## src/bgf_pkg.sv

```systemverilog
// shared constants and types for the battery gauge filter
package bgf_pkg;

  localparam int unsigned MvW      = 15;
  localparam int unsigned PinW     = 12;
  localparam int unsigned GainW    = 12;
  localparam int unsigned AlphaW   = 16;
  localparam int unsigned HoldW    = 8;
  localparam int unsigned PctW     = 7;
  localparam int unsigned AccW     = 31;
  localparam int unsigned SocPts   = 11;
  localparam int unsigned SegW     = 4;
  localparam int unsigned CfgAddrW = 4;
  localparam int unsigned CfgDataW = 32;

  localparam logic [1:0] RegDividerGain = 2'd0;
  localparam logic [1:0] RegEmaAlpha    = 2'd1;
  localparam logic [1:0] RegRiseHoldoff = 2'd2;

  localparam logic [GainW-1:0]  GainReset  = 12'd512;
  localparam logic [AlphaW-1:0] AlphaReset = 16'd6554;
  localparam logic [HoldW-1:0]  HoldReset  = 8'd30;

  localparam logic [PctW-1:0] PctFull = 7'd100;

  typedef logic [MvW-1:0] mv_t;

  localparam mv_t SocTable [SocPts] = '{
    15'd3000, 15'd3500, 15'd3600, 15'd3680, 15'd3740, 15'd3770,
    15'd3800, 15'd3850, 15'd3950, 15'd4050, 15'd4200
  };

endpackage

```

## src/battery_gauge_filter_core.sv

```systemverilog
// battery gauge filter core: scaling, median, ema and charge percent mapping
//
//   channel | direction | handshake               | payload
//   --------+-----------+-------------------------+----------------------------------------------
//   in      | input     | in_valid_i/in_ready_o   | pin_mv_i, sample_ok_i
//   out     | output    | out_valid_o/out_ready_i | filtered_mv_o, charge_percent_o, level_valid_o
//   cfg     | input     | apb psel/penable/pready | pwrite, paddr, pwdata, prdata
//
// for a good sample the shared 17x31 multiplier runs up to three passes, the median
// scans one candidate a cycle, the segment search walks the table one entry a cycle
// and the divide yields a 4-bit quotient; a bad sample skips to the result stage;
// in_ready_o is high only while the sequencer is idle
// a waiting result does not block a new transaction; a held result holds the sequencer
// reset clears all control and configuration state at once, no clearing pass
module battery_gauge_filter_core #(
  parameter int unsigned MEDIAN_TAPS = 5
) (
  input  logic                             clk_i,
  input  logic                             rst_ni,
  input  logic                             in_valid_i,
  output logic                             in_ready_o,
  input  logic [bgf_pkg::PinW-1:0]         pin_mv_i,
  input  logic                             sample_ok_i,
  output logic                             out_valid_o,
  input  logic                             out_ready_i,
  output logic [bgf_pkg::MvW-1:0]          filtered_mv_o,
  output logic [bgf_pkg::PctW-1:0]         charge_percent_o,
  output logic                             level_valid_o,
  input  logic                             psel,
  input  logic                             penable,
  input  logic                             pwrite,
  input  logic [bgf_pkg::CfgAddrW-1:0]     paddr,
  input  logic [bgf_pkg::CfgDataW-1:0]     pwdata,
  output logic [bgf_pkg::CfgDataW-1:0]     prdata,
  output logic                             pready
);
  import bgf_pkg::*;

  localparam int unsigned SlotW = $clog2(MEDIAN_TAPS);
  localparam int unsigned Mid   = MEDIAN_TAPS / 2;
  localparam logic [SlotW-1:0] MidRank  = SlotW'(Mid);
  localparam logic [SlotW-1:0] LastSlot = SlotW'(MEDIAN_TAPS - 1);
  localparam logic [SlotW-1:0] FirstNext = SlotW'(1 % MEDIAN_TAPS);

  typedef enum logic [3:0] {
    StIdle, StScale, StScaled, StMedian, StMulA, StMulB, StAccum,
    StSeg, StScan, StDivide, StReport, StDone
  } state_e;

  state_e            state_q, state_d;
  logic [GainW-1:0]  gain_q, gain_d;
  logic [AlphaW-1:0] alpha_q, alpha_d;
  logic [HoldW-1:0]  hold_q, hold_d;
  logic [PinW-1:0]   pin_q, pin_d;
  logic [SlotW-1:0]  slot_q, slot_d;
  logic [SlotW-1:0]  cand_q, cand_d;
  mv_t               med_q, med_d;
  logic [AccW-1:0]   acc_q, acc_d;
  logic [AccW-1:0]   sum_q, sum_d;
  logic [47:0]       prod_q, prod_d;
  logic              primed_q, primed_d;
  logic [PctW-1:0]   rep_q, rep_d;
  logic              has_rep_q, has_rep_d;
  logic              pend_q, pend_d;
  logic [HoldW-1:0]  cnt_q, cnt_d;
  logic [PctW-1:0]   pct_q, pct_d;
  logic [SegW-1:0]   seg_q, seg_d;
  logic [12:0]       rem_q, rem_d;
  logic [8:0]        div_q, div_d;
  logic [1:0]        step_q, step_d;
  logic [3:0]        quo_q, quo_d;
  logic              out_valid_q, out_valid_d;
  mv_t               out_mv_q, out_mv_d;
  logic [PctW-1:0]   out_pct_q, out_pct_d;
  logic              out_lvl_q, out_lvl_d;

  mv_t ring_q [MEDIAN_TAPS];

  logic [16:0]      mul_a;
  logic [AccW-1:0]  mul_b;
  mv_t              mv_now;
  logic             ring_fill, ring_wr;
  logic [SlotW-1:0] rank;
  mv_t              ema_mv;
  logic [11:0]      div_sh;
  logic [8:0]       seg_diff;
  logic             cfg_wr;

  assign cfg_wr = psel && penable && pwrite;
  assign pready = 1'b1;

  always_comb begin
    case (paddr[3:2])
      RegDividerGain: prdata = CfgDataW'(gain_q);
      RegEmaAlpha:    prdata = CfgDataW'(alpha_q);
      RegRiseHoldoff: prdata = CfgDataW'(hold_q);
      default:        prdata = '0;
    endcase
  end

  // shared multiplier operand select
  always_comb begin
    case (state_q)
      StScale: begin
        mul_a = 17'(pin_q);
        mul_b = AccW'(gain_q);
      end
      StMulA: begin
        mul_a = 17'(alpha_q);
        mul_b = AccW'(med_q);
      end
      StMulB: begin
        mul_a = 17'h10000 - 17'(alpha_q);
        mul_b = acc_q;
      end
      default: begin
        mul_a = '0;
        mul_b = '0;
      end
    endcase
  end

  assign prod_d = 48'(mul_a) * 48'(mul_b);
  assign mv_now = prod_q[23] ? 15'h7fff : prod_q[22:8];
  assign ema_mv = acc_q[AccW-1:16];
  assign div_sh = 12'(div_q) << step_q;
  assign seg_diff = 9'(ema_mv - SocTable[seg_q]);

  // rank of the current candidate, ties broken by position
  always_comb begin
    rank = '0;
    for (int j = 0; j < MEDIAN_TAPS; j++) begin
      if ((ring_q[j] < ring_q[cand_q]) ||
          ((ring_q[j] == ring_q[cand_q]) && (SlotW'(j) < cand_q))) begin
        rank = rank + SlotW'(1);
      end
    end
  end

  always_comb begin
    state_d     = state_q;
    gain_d      = gain_q;
    alpha_d     = alpha_q;
    hold_d      = hold_q;
    pin_d       = pin_q;
    slot_d      = slot_q;
    cand_d      = cand_q;
    med_d       = med_q;
    acc_d       = acc_q;
    sum_d       = sum_q;
    primed_d    = primed_q;
    rep_d       = rep_q;
    has_rep_d   = has_rep_q;
    pend_d      = pend_q;
    cnt_d       = cnt_q;
    pct_d       = pct_q;
    seg_d       = seg_q;
    rem_d       = rem_q;
    div_d       = div_q;
    step_d      = step_q;
    quo_d       = quo_q;
    out_valid_d = out_valid_q;
    out_mv_d    = out_mv_q;
    out_pct_d   = out_pct_q;
    out_lvl_d   = out_lvl_q;
    ring_fill   = 1'b0;
    ring_wr     = 1'b0;

    if (cfg_wr) begin
      case (paddr[3:2])
        RegDividerGain: gain_d  = pwdata[GainW-1:0];
        RegEmaAlpha:    alpha_d = pwdata[AlphaW-1:0];
        RegRiseHoldoff: hold_d  = pwdata[HoldW-1:0];
        default: ;
      endcase
    end

    if (out_valid_q && out_ready_i) begin
      out_valid_d = 1'b0;
    end

    case (state_q)
      StIdle: begin
        if (in_valid_i) begin
          pin_d   = pin_mv_i;
          state_d = sample_ok_i ? StScale : StDone;
        end
      end
      StScale: begin
        state_d = StScaled;
      end
      StScaled: begin
        if (!primed_q) begin
          ring_fill = 1'b1;
          slot_d    = FirstNext;
          acc_d     = {mv_now, 16'h0000};
          primed_d  = 1'b1;
          state_d   = StSeg;
        end else begin
          ring_wr = 1'b1;
          slot_d  = (slot_q >= LastSlot) ? '0 : slot_q + SlotW'(1);
          cand_d  = '0;
          state_d = StMedian;
        end
      end
      StMedian: begin
        if (rank == MidRank) begin
          med_d   = ring_q[cand_q];
          state_d = StMulA;
        end else begin
          cand_d = cand_q + SlotW'(1);
        end
      end
      StMulA: begin
        state_d = StMulB;
      end
      StMulB: begin
        sum_d   = prod_q[AccW-1:0];
        state_d = StAccum;
      end
      StAccum: begin
        acc_d   = AccW'(32'(sum_q) + prod_q[47:16]);
        state_d = StSeg;
      end
      StSeg: begin
        seg_d = '0;
        if (ema_mv >= SocTable[SocPts-1]) begin
          pct_d   = PctFull;
          state_d = StReport;
        end else if (ema_mv <= SocTable[0]) begin
          pct_d   = '0;
          state_d = StReport;
        end else begin
          state_d = StScan;
        end
      end
      StScan: begin
        if (ema_mv <= SocTable[seg_q + SegW'(1)]) begin
          rem_d   = {1'b0, seg_diff, 3'b000} + {3'b000, seg_diff, 1'b0};
          div_d   = 9'(SocTable[seg_q + SegW'(1)] - SocTable[seg_q]);
          step_d  = 2'd3;
          quo_d   = '0;
          state_d = StDivide;
        end else begin
          seg_d = seg_q + SegW'(1);
        end
      end
      StDivide: begin
        if (rem_q >= 13'(div_sh)) begin
          rem_d = rem_q - 13'(div_sh);
          quo_d = {quo_q[2:0], 1'b1};
        end else begin
          quo_d = {quo_q[2:0], 1'b0};
        end
        if (step_q == 2'd0) begin
          state_d = StReport;
        end else begin
          step_d = step_q - 2'd1;
        end
      end
      StReport: begin
        if (!has_rep_q) begin
          rep_d     = pct_q;
          has_rep_d = 1'b1;
          pend_d    = 1'b0;
          cnt_d     = '0;
        end else if (pct_q > rep_q) begin
          if (!pend_q) begin
            pend_d = 1'b1;
            cnt_d  = '0;
          end else if (cnt_q >= hold_q) begin
            rep_d  = pct_q;
            pend_d = 1'b0;
            cnt_d  = '0;
          end else begin
            cnt_d = cnt_q + HoldW'(1);
          end
        end else begin
          if (pct_q < rep_q) begin
            rep_d = pct_q;
          end
          pend_d = 1'b0;
          cnt_d  = '0;
        end
        state_d = StDone;
      end
      StDone: begin
        if (!out_valid_q || out_ready_i) begin
          out_valid_d = 1'b1;
          out_mv_d    = primed_q ? ema_mv : '0;
          out_pct_d   = primed_q ? rep_q : '0;
          out_lvl_d   = primed_q;
          state_d     = StIdle;
        end
      end
      default: begin
        state_d = StIdle;
      end
    endcase

    // percent from the finished divide feeds the report stage
    if (state_q == StDivide && step_q == 2'd0) begin
      pct_d = PctW'({seg_q, 3'b000}) + PctW'({seg_q, 1'b0}) +
              PctW'(quo_d);
    end
  end

  always_ff @(posedge clk_i or negedge rst_ni) begin
    if (!rst_ni) begin
      state_q     <= StIdle;
      gain_q      <= GainReset;
      alpha_q     <= AlphaReset;
      hold_q      <= HoldReset;
      slot_q      <= '0;
      acc_q       <= '0;
      primed_q    <= 1'b0;
      rep_q       <= '0;
      has_rep_q   <= 1'b0;
      pend_q      <= 1'b0;
      cnt_q       <= '0;
      out_valid_q <= 1'b0;
      out_mv_q    <= '0;
      out_pct_q   <= '0;
      out_lvl_q   <= 1'b0;
    end else begin
      state_q     <= state_d;
      gain_q      <= gain_d;
      alpha_q     <= alpha_d;
      hold_q      <= hold_d;
      slot_q      <= slot_d;
      acc_q       <= acc_d;
      primed_q    <= primed_d;
      rep_q       <= rep_d;
      has_rep_q   <= has_rep_d;
      pend_q      <= pend_d;
      cnt_q       <= cnt_d;
      out_valid_q <= out_valid_d;
      out_mv_q    <= out_mv_d;
      out_pct_q   <= out_pct_d;
      out_lvl_q   <= out_lvl_d;
    end
  end

  always_ff @(posedge clk_i) begin
    pin_q     <= pin_d;
    cand_q    <= cand_d;
    med_q     <= med_d;
    sum_q     <= sum_d;
    prod_q    <= prod_d;
    pct_q     <= pct_d;
    seg_q     <= seg_d;
    rem_q     <= rem_d;
    div_q     <= div_d;
    step_q    <= step_d;
    quo_q     <= quo_d;
  end

  // sample ring
  always_ff @(posedge clk_i) begin
    if (ring_fill) begin
      for (int i = 0; i < MEDIAN_TAPS; i++) begin
        ring_q[i] <= mv_now;
      end
    end else if (ring_wr) begin
      ring_q[slot_q] <= mv_now;
    end
  end

  assign in_ready_o       = (state_q == StIdle);
  assign out_valid_o      = out_valid_q;
  assign filtered_mv_o    = out_mv_q;
  assign charge_percent_o = out_pct_q;
  assign level_valid_o    = out_lvl_q;

  a_pct_range: assert property (@(posedge clk_i) disable iff (!rst_ni)
    out_valid_o |-> charge_percent_o <= PctFull)
    else $error("charge percent above full scale");

  a_unprimed_zero: assert property (@(posedge clk_i) disable iff (!rst_ni)
    (out_valid_o && !level_valid_o) |-> (filtered_mv_o == '0 && charge_percent_o == '0))
    else $error("unprimed result carries data");

  a_primed_sticky: assert property (@(posedge clk_i) disable iff (!rst_ni)
    primed_q |=> primed_q)
    else $error("primed flag dropped");

  a_count_pending: assert property (@(posedge clk_i) disable iff (!rst_ni)
    (cnt_q != '0) |-> pend_q)
    else $error("rise count without pending rise");

  a_slot_range: assert property (@(posedge clk_i) disable iff (!rst_ni)
    slot_q <= LastSlot)
    else $error("ring slot out of range");

endmodule
```

## config.mk

```make
export PLATFORM = sky130hd
export DESIGN_NAME = battery_gauge_filter_core
export DESIGN_NICKNAME = d
export VERILOG_FILES = /design/src/bgf_pkg.sv /design/src/battery_gauge_filter_core.sv
export SDC_FILE = /design/constraint.sdc
export NUM_CORES = 2
export LEC_CHECK = 0
export BUFFER_PORTS_ARGS = -buffer_cell sky130_fd_sc_hd__buf_2
export CAP_MARGIN = 20
export CORE_MARGIN = 2
export CORE_UTILIZATION = 32
export DETAILED_ROUTE_END_ITERATION = 8
export GPL_TIMING_DRIVEN = 0
export PLACE_DENSITY = 0.5
export REMOVE_ABC_BUFFERS = 1
export SYNTH_ARGS = -nofsm -noshare
export SYNTH_HDL_FRONTEND = slang
export SYNTH_SLANG_ARGS = --single-unit
```

## constraint.sdc

```tcl
create_clock -name clk_i -period 9.2 [get_ports clk_i]
set_clock_uncertainty 0.15 [all_clocks]
set_input_delay 0.46 -clock clk_i [delete_from_list [all_inputs] [get_ports clk_i]]
set_output_delay 0.46 -clock clk_i [all_outputs]
set_load 0.01 [all_outputs]
```

Word level (Yosys, flattened, before mapping)
Memory sizes are Yosys's and may differ from the RTL's. A register that Yosys moved wholly into a read port is not among the register bits. Cells that the tools add are included.

Bits in read-only memories: 480. Output and inout bits: 58. Input bits: 56. Bits in writable memories: 75. Memories: 3. Register bits after elaboration: 263.

Memories: (name not given) (depth 16, bits a word 15, read ports 1, clocked after Yosys merged registers in 0, wr ports 0, RTL line battery_gauge_filter_core.sv:240) `div_d = 9'(SocTable[seg_q + SegW'(1)] - SocTable[seg_q]);`; (name not given) (depth 16, bits a word 15, read ports 1, clocked after Yosys merged registers in 0, wr ports 0, RTL line battery_gauge_filter_core.sv:240); ring_q (depth 5, bits a word 15, read ports 6, clocked after Yosys merged registers in 1, wr ports 5, RTL line battery_gauge_filter_core.sv:77) `mv_t ring_q [MEDIAN_TAPS];`.

Add/subtract/negate cells: 17. Multiply operators: 1. Equality and inequality tests: 33. Bitwise logic cells: 2. Order comparisons: 20. Muxes and demuxes: 76. Reductions and logical operators: 41. Shift operators: 1.

Operators by type and width (count): 31-bit one-hot mux with 3 select lines (1); 15-bit == test (5); 15-bit < comparator (5); 15-bit 2-to-1 mux (5); 7-bit 2-to-1 mux (10); 31-bit one-hot mux with 2 select lines (1); 17-bit one-hot mux with 3 select lines (1); 16-bit one-hot mux with 3 select lines (1); 4-bit one-hot mux with 12 select lines (1); 17-bit by 31-bit multiplier with 47-bit output (1); 3-bit 2-to-1 mux (11); 4-bit 2-to-1 mux (8); 8-bit 2-to-1 mux (4); 31-bit adder (1); 31-bit 2-to-1 mux (1); 13-bit 2-to-1 mux (2); 13-bit one-hot mux with 2 select lines (1); 2-bit inequality test, second input constant (11); 2-bit AND reduction (10); 1-bit 2-to-1 mux (19); 3-bit by 1-bit adder with 3-bit output, second input constant (6); 9-bit 2-to-1 mux (2); 9-bit subtractor (2); 17-bit by 16-bit subtractor with 17-bit output, first input constant (1); other kinds (46) (81).

Depth between registers and ports, before layout
An unclocked memory read counts as a cell.

Word-level depth: 17. Gate-level depth with buffers: 34.

Worst setup path after synthesis
OpenSTA, ideal clock, no wires.

Path type: reg2reg. From: register state_q[3]. To: register prod_q[45]. Period minus slack after synthesis: 8.475 ns. Stages on the path, launching flop included: 29. Slack: 0.725 ns. Path buffers: 4. Arrival: 8.252 ns. Path through: dfrtp_1 > clkbuf_1 > nand2b_1 > or2_2 > inv_1 > buf_1 > clkbuf_1 > buf_1 > nand2_1 > nor2_1 > fa_1 > inv_1 > fa_1 > fa_1 > inv_1 > fa_1 > fa_1 > inv_1 > fa_1 > inv_1 > ha_1 > o41a_1 > a221oi_2 > a21boi_1 > o21ai_1 > nor2_1 > a311o_1 > a221oi_2 > xnor2_1.

Longest elaborated chain between the ends: 3. Elaborated cells on any way between the ends: 6. Those cells by class: mul: 1; eq/ne: 3; mux: 2.

Ends and longest elaborated chain: start, declared (RTL line battery_gauge_filter_core.sv:50) `state_e state_q, state_d;`; start signal, assigned (RTL line battery_gauge_filter_core.sv:310) `state_q <= StIdle;`; start signal, assigned (RTL line battery_gauge_filter_core.sv:326) `state_q <= state_d;`; 4-bit by 3-bit == test with 1-bit output or 4-bit by 1-bit == test with 1-bit output (tied branches) (RTL line battery_gauge_filter_core.sv:103) `case (state_q)`; 17-bit one-hot mux with 3 select lines or 31-bit one-hot mux with 3 select lines (tied branches) (RTL line battery_gauge_filter_core.sv:103); 17-bit by 31-bit multiplier with 47-bit output (*) (RTL line battery_gauge_filter_core.sv:123) `assign prod_d = 48'(mul_a) * 48'(mul_b);`; via prod_d[45] (RTL line battery_gauge_filter_core.sv:60) `logic [47:0] prod_q, prod_d;`; end signal, assigned (RTL line battery_gauge_filter_core.sv:349) `prod_q <= prod_d;`; end, declared (RTL line battery_gauge_filter_core.sv:60).

Mark *: on every way through the listed nets, which the timed path passes. The rest lies on a longest branch. A chain may end at the register's enable or synchronous reset.

Final worst setup path
From: register alpha_q[0]. To: register prod_q[45].

Longest elaborated chain between the ends: 3.

Ends and longest elaborated chain: start, declared (RTL line battery_gauge_filter_core.sv:52) `logic [AlphaW-1:0] alpha_q, alpha_d;`; start signal, assigned (RTL line battery_gauge_filter_core.sv:312) `alpha_q <= AlphaReset;`; start signal, assigned (RTL line battery_gauge_filter_core.sv:328) `alpha_q <= alpha_d;`; 17-bit by 16-bit subtractor with 17-bit output (RTL line battery_gauge_filter_core.sv:113) `mul_a = 17'h10000 - 17'(alpha_q);`; 17-bit one-hot mux with 3 select lines (*) (RTL line battery_gauge_filter_core.sv:103); 17-bit by 31-bit multiplier with 47-bit output (*) (RTL line battery_gauge_filter_core.sv:123); via prod_d[45] (RTL line battery_gauge_filter_core.sv:60).

Marks and branches as above.

==> results.sh <==
export IMPL_status="finished, final reports clean"
export IMPL_syn_mean_instance_area_um2=9.762
export IMPL_synth_most_common_cell="inv_1"
export IMPL_arrival_ns=9.27
export IMPL_synth_area_um2=37290
export IMPL_post_drt_via_cell_ratio=5.022
export IMPL_critPathMaxStageDelay_ns=0.61
export IMPL_synthArstFlopShare=0.3021
export IMPL_insertion_delay_ns=0.59
export IMPL_synth_edf_count=214
export IMPL_clkTransAtPathRegs_ns=0.06
export IMPL_critPathTopFamily="adder cells"
export IMPL_drt_total_wl_mm=117.4
export IMPL_yosys_area_share_xor_xnor=0.03074
export IMPL_ys_top_cells_by_count="inv_1 (604), nand2_1 (517), fa_1 (439)"
export IMPL_synth_area_leader_cell="fa_1"
export IMPL_worstPathMaxFanout=6
export IMPL_worst_hold_path_type="input pin to flop"
export IMPL_chipHeight_um=345.4
export IMPL_peakVddDrop_uv=189.2
export IMPL_fmax_mhz=111.4
export IMPL_grt_start_max_net_pins=76
export IMPL_ioPinCount=114
export IMPL_drt_iter0_drc=2044
export IMPL_gp_congestion=0.8912
export IMPL_setup_viol=0
export IMPL_worst_setup_path_type="flop to flop"
export IMPL_firstDrtPassIters=6
export IMPL_synth_top_area_share=0.2357
export IMPL_grt_use_total=0.1948
export IMPL_numCtsBuffers=43
export IMPL_synthAdderAreaFrac=0.3384
export IMPL_antenna_found_initial=6
export IMPL_muxShareOfSynthArea=0.04261
export IMPL_synth_compound_area_share=0.09157
export IMPL_cpMostUsedCell="fa_1"
export IMPL_ys_types=86
export IMPL_layout_nets=4702
export IMPL_die_x_um=345.4
export IMPL_total_power_w=0.01027
export IMPL_cts_tree="done"
export IMPL_power_density_nw_per_um2=242.9
export IMPL_endpoint_kind="flop"
export IMPL_synth_seq_area_share=0.2796
export IMPL_root_buffer="clkbuf_16"
export IMPL_hold_ws_ns=0.02975
export IMPL_num_rows=125
export IMPL_wl_per_cell_um=21.51
export IMPL_insertedDiodeCount=0
export IMPL_first_global_vias=28128
export IMPL_cp_start_kind="flop"
export IMPL_finalHoldViolCount=0
export IMPL_port_buffers=78
export IMPL_crit_start="alpha_q[0]$_DFFE_PN0P_"
export IMPL_crit_buf_inv=4
export IMPL_initial_utilization=0.3218
export IMPL_worst_slew_pin_slew_ns=1.097
export IMPL_relSlewSlack=0.2685
export IMPL_layout_min_cycle_time_ns=8.977
export IMPL_cts_sinks=384
export IMPL_ys_flop_type="edfxtp_1"
export IMPL_nFillCells=11666
export IMPL_reg2reg_from="alpha_q[0]$_DFFE_PN0P_"
export IMPL_ys_ff_latch=384
export IMPL_synth_top_family_by_area="adder cells"
export IMPL_hpwl_mm=92.04
export IMPL_layout_setup_ws_ns=0.2228
export IMPL_synthCells=3820
export IMPL_drc=0
export IMPL_drv_cap=0
export IMPL_num_vias=27403
export IMPL_grt_pass1_wl_mm=177.2
export IMPL_leakage_nw=19.15
export IMPL_hold_path_startpoint="pwdata[1]"
export IMPL_grt_ovfl_total=0
export IMPL_rsz0062_at_grt="yes"
export IMPL_dieArea_um2=119300
export IMPL_synth_area_top_cells="fa_1 (24%), edfxtp_1 (17%), ha_1 (10%)"
export IMPL_min_period_over_period=0.9758
export IMPL_drv_slew=0
export IMPL_ant_nets=0
export IMPL_slowest_stage="fa_2"
export IMPL_critical_path_required_ns=9.50
export IMPL_coreArea_um2=115900
export IMPL_clock_path_buffers=3
export IMPL_drive_gt1_frac=0.1248
export IMPL_dp_worst_setup_slack_ns=-1.253
export IMPL_synthSimpleGateAreaFrac=0.1375
export IMPL_cts_htree_levels=2
export IMPL_area_growth_syn_to_layout_pct=13.40
export IMPL_ys_warn_count=0
## worst register-to-register path, delay by kind of cell (launching register included)
family | cells | cell delay [ns]
AND/OR/NAND/NOR | 9 | 2.22
buffers and inverters | 4 | 0.35
flip-flops | 1 | 0.42
adder cells (fa/ha/maj) | 8 | 3.53
AO/OA/AOI/OAI | 7 | 2.07
XOR/XNOR | 1 | 0.11
## worst paths after layout
check / endpoint / slack (ns) / cells past startpoint
worst min register to register: sum_q[1]$_DFFE_PP_ / 0.25 / 0
min in group asynchronous: level_valid_o$_DFFE_PN0P_ / 0.35 / 2
worst min-delay path: alpha_q[1]$_DFFE_PN1P_ / 0.03 / 3
worst max-delay path: prod_q[45]$_DFF_P_ / 0.22 / 29
worst max register to register: prod_q[45]$_DFF_P_ / 0.22 / 29
max in group asynchronous: hold_q[1]$_DFFE_PN1P_ / 7.71 / 3
## cell usage in the layout (no fill, tap or decap), types with 26 or more instances in the layout
cell | synthesis | routed
dfxtp_1 | 54 | 52
buf_4 | 17 | 43
xnor2_1 | 84 | 82
nand2_1 | 517 | 504
a21o_1 | 65 | 65
nor2b_1 | 27 | 26
inv_1 | 604 | 602
clkbuf_16 | 0 | 48
ha_1 | 306 | 297
o21a_1 | 27 | 27
mux2i_1 | 35 | 35
or2_2 | 36 | 35
a21oi_1 | 117 | 112
o21ai_0 | 141 | 136
xor2_1 | 45 | 44
buf_2 | 3 | 77
edfxtp_1 | 214 | 214
fa_1 | 439 | 434
mux2_2 | 50 | 50
mux4_2 | 30 | 30
nand3_1 | 76 | 75
nor2_1 | 291 | 280
dfrtp_1 | 104 | 98
and2_1 | 53 | 43
## layout make-up
class / count / area (um2) / share of cell area
multi-input cells: 2682 / 24540 / 0.5804
flip-flops and latches: 384 / 10440 / 0.2468
inverters: 604 / 2270 / 0.05368
well taps: 1524 / 1907 / 0.04509
repair buffers: 186 / 1779 / 0.04208
clock buffers: 55 / 1184 / 0.02799
clock inverters: 22 / 165.2 / 0.003906
## metal layers
layer  up-vias  part of all wire  global-route usage  routed length, um
met5         -                 0                   0                  0
met4         0             0.024             0.04484               2870
met1     13849              0.45              0.2703              52820
li1      12620                 -                   -                  -
met3       148             0.064             0.03442               7477
met2       786              0.46              0.3160              54230
## state kept, by name, indices dropped and copies added (netlist names), 7 cells and up, named ones only
name              cells
acc_q                31
alpha_q              16
charge_percent_o      7
cnt_q                 8
div_q                 8
filtered_mv_o        15
gain_q               12
hold_q                8
med_q                15
pct_q                 7
pin_q                12
prod_q               47
rem_q                12
rep_q                 7
ring_q              120
sum_q                31
## through the flow
stage	TNS (ns)	utilization	area [um2]	instances
5_1_grt	-0.04703	0.3649	42290	5457
3_3_place_gp	-128.15	0.3361	38950	5270
2_1_floorplan	-2.093	-	36650	3668
6_report	0	0.3649	42290	5457
3_5_place_dp	-12.29	0.3436	39820	5310
4_1_cts	0	0.3593	41640	5421
## power by group
part	internal (W)	switching (W)
clock network	0.000945	0.000742
logic	0.00218	0.00337
registers	0.00243	0.000605
## cells by family (layout without fill, tap and decap cells)
| logic type | count (synthesis) | in the layout |
|---|---|---|
| muxes | 115 | 115 |
| AOI/OAI and AO/OA | 523 | 523 |
| buffers and inverters | 771 | 867 |
| and+or+nand+nor | 1150 | 1152 |
| adders and majority gates | 745 | 745 |
| xor gates and xnor gates | 130 | 130 |
| other | 2 | 17 |
| DFF | 384 | 384 |
## timing repair
| action | CTS | global route |
|---|---|---|
| endpoints found under the hold margin | 88 | 0 |
| hold buffers | 22 | 0 |
| pin swaps | 9 | 40 |
| cloned | 1 | 4 |
| endpoints found under the setup margin | 20 | 16 |
| gates resized for setup | 31 | 87 |
| buffers inserted | 11 | 30 |
Power figures use the tool's default switching activity.
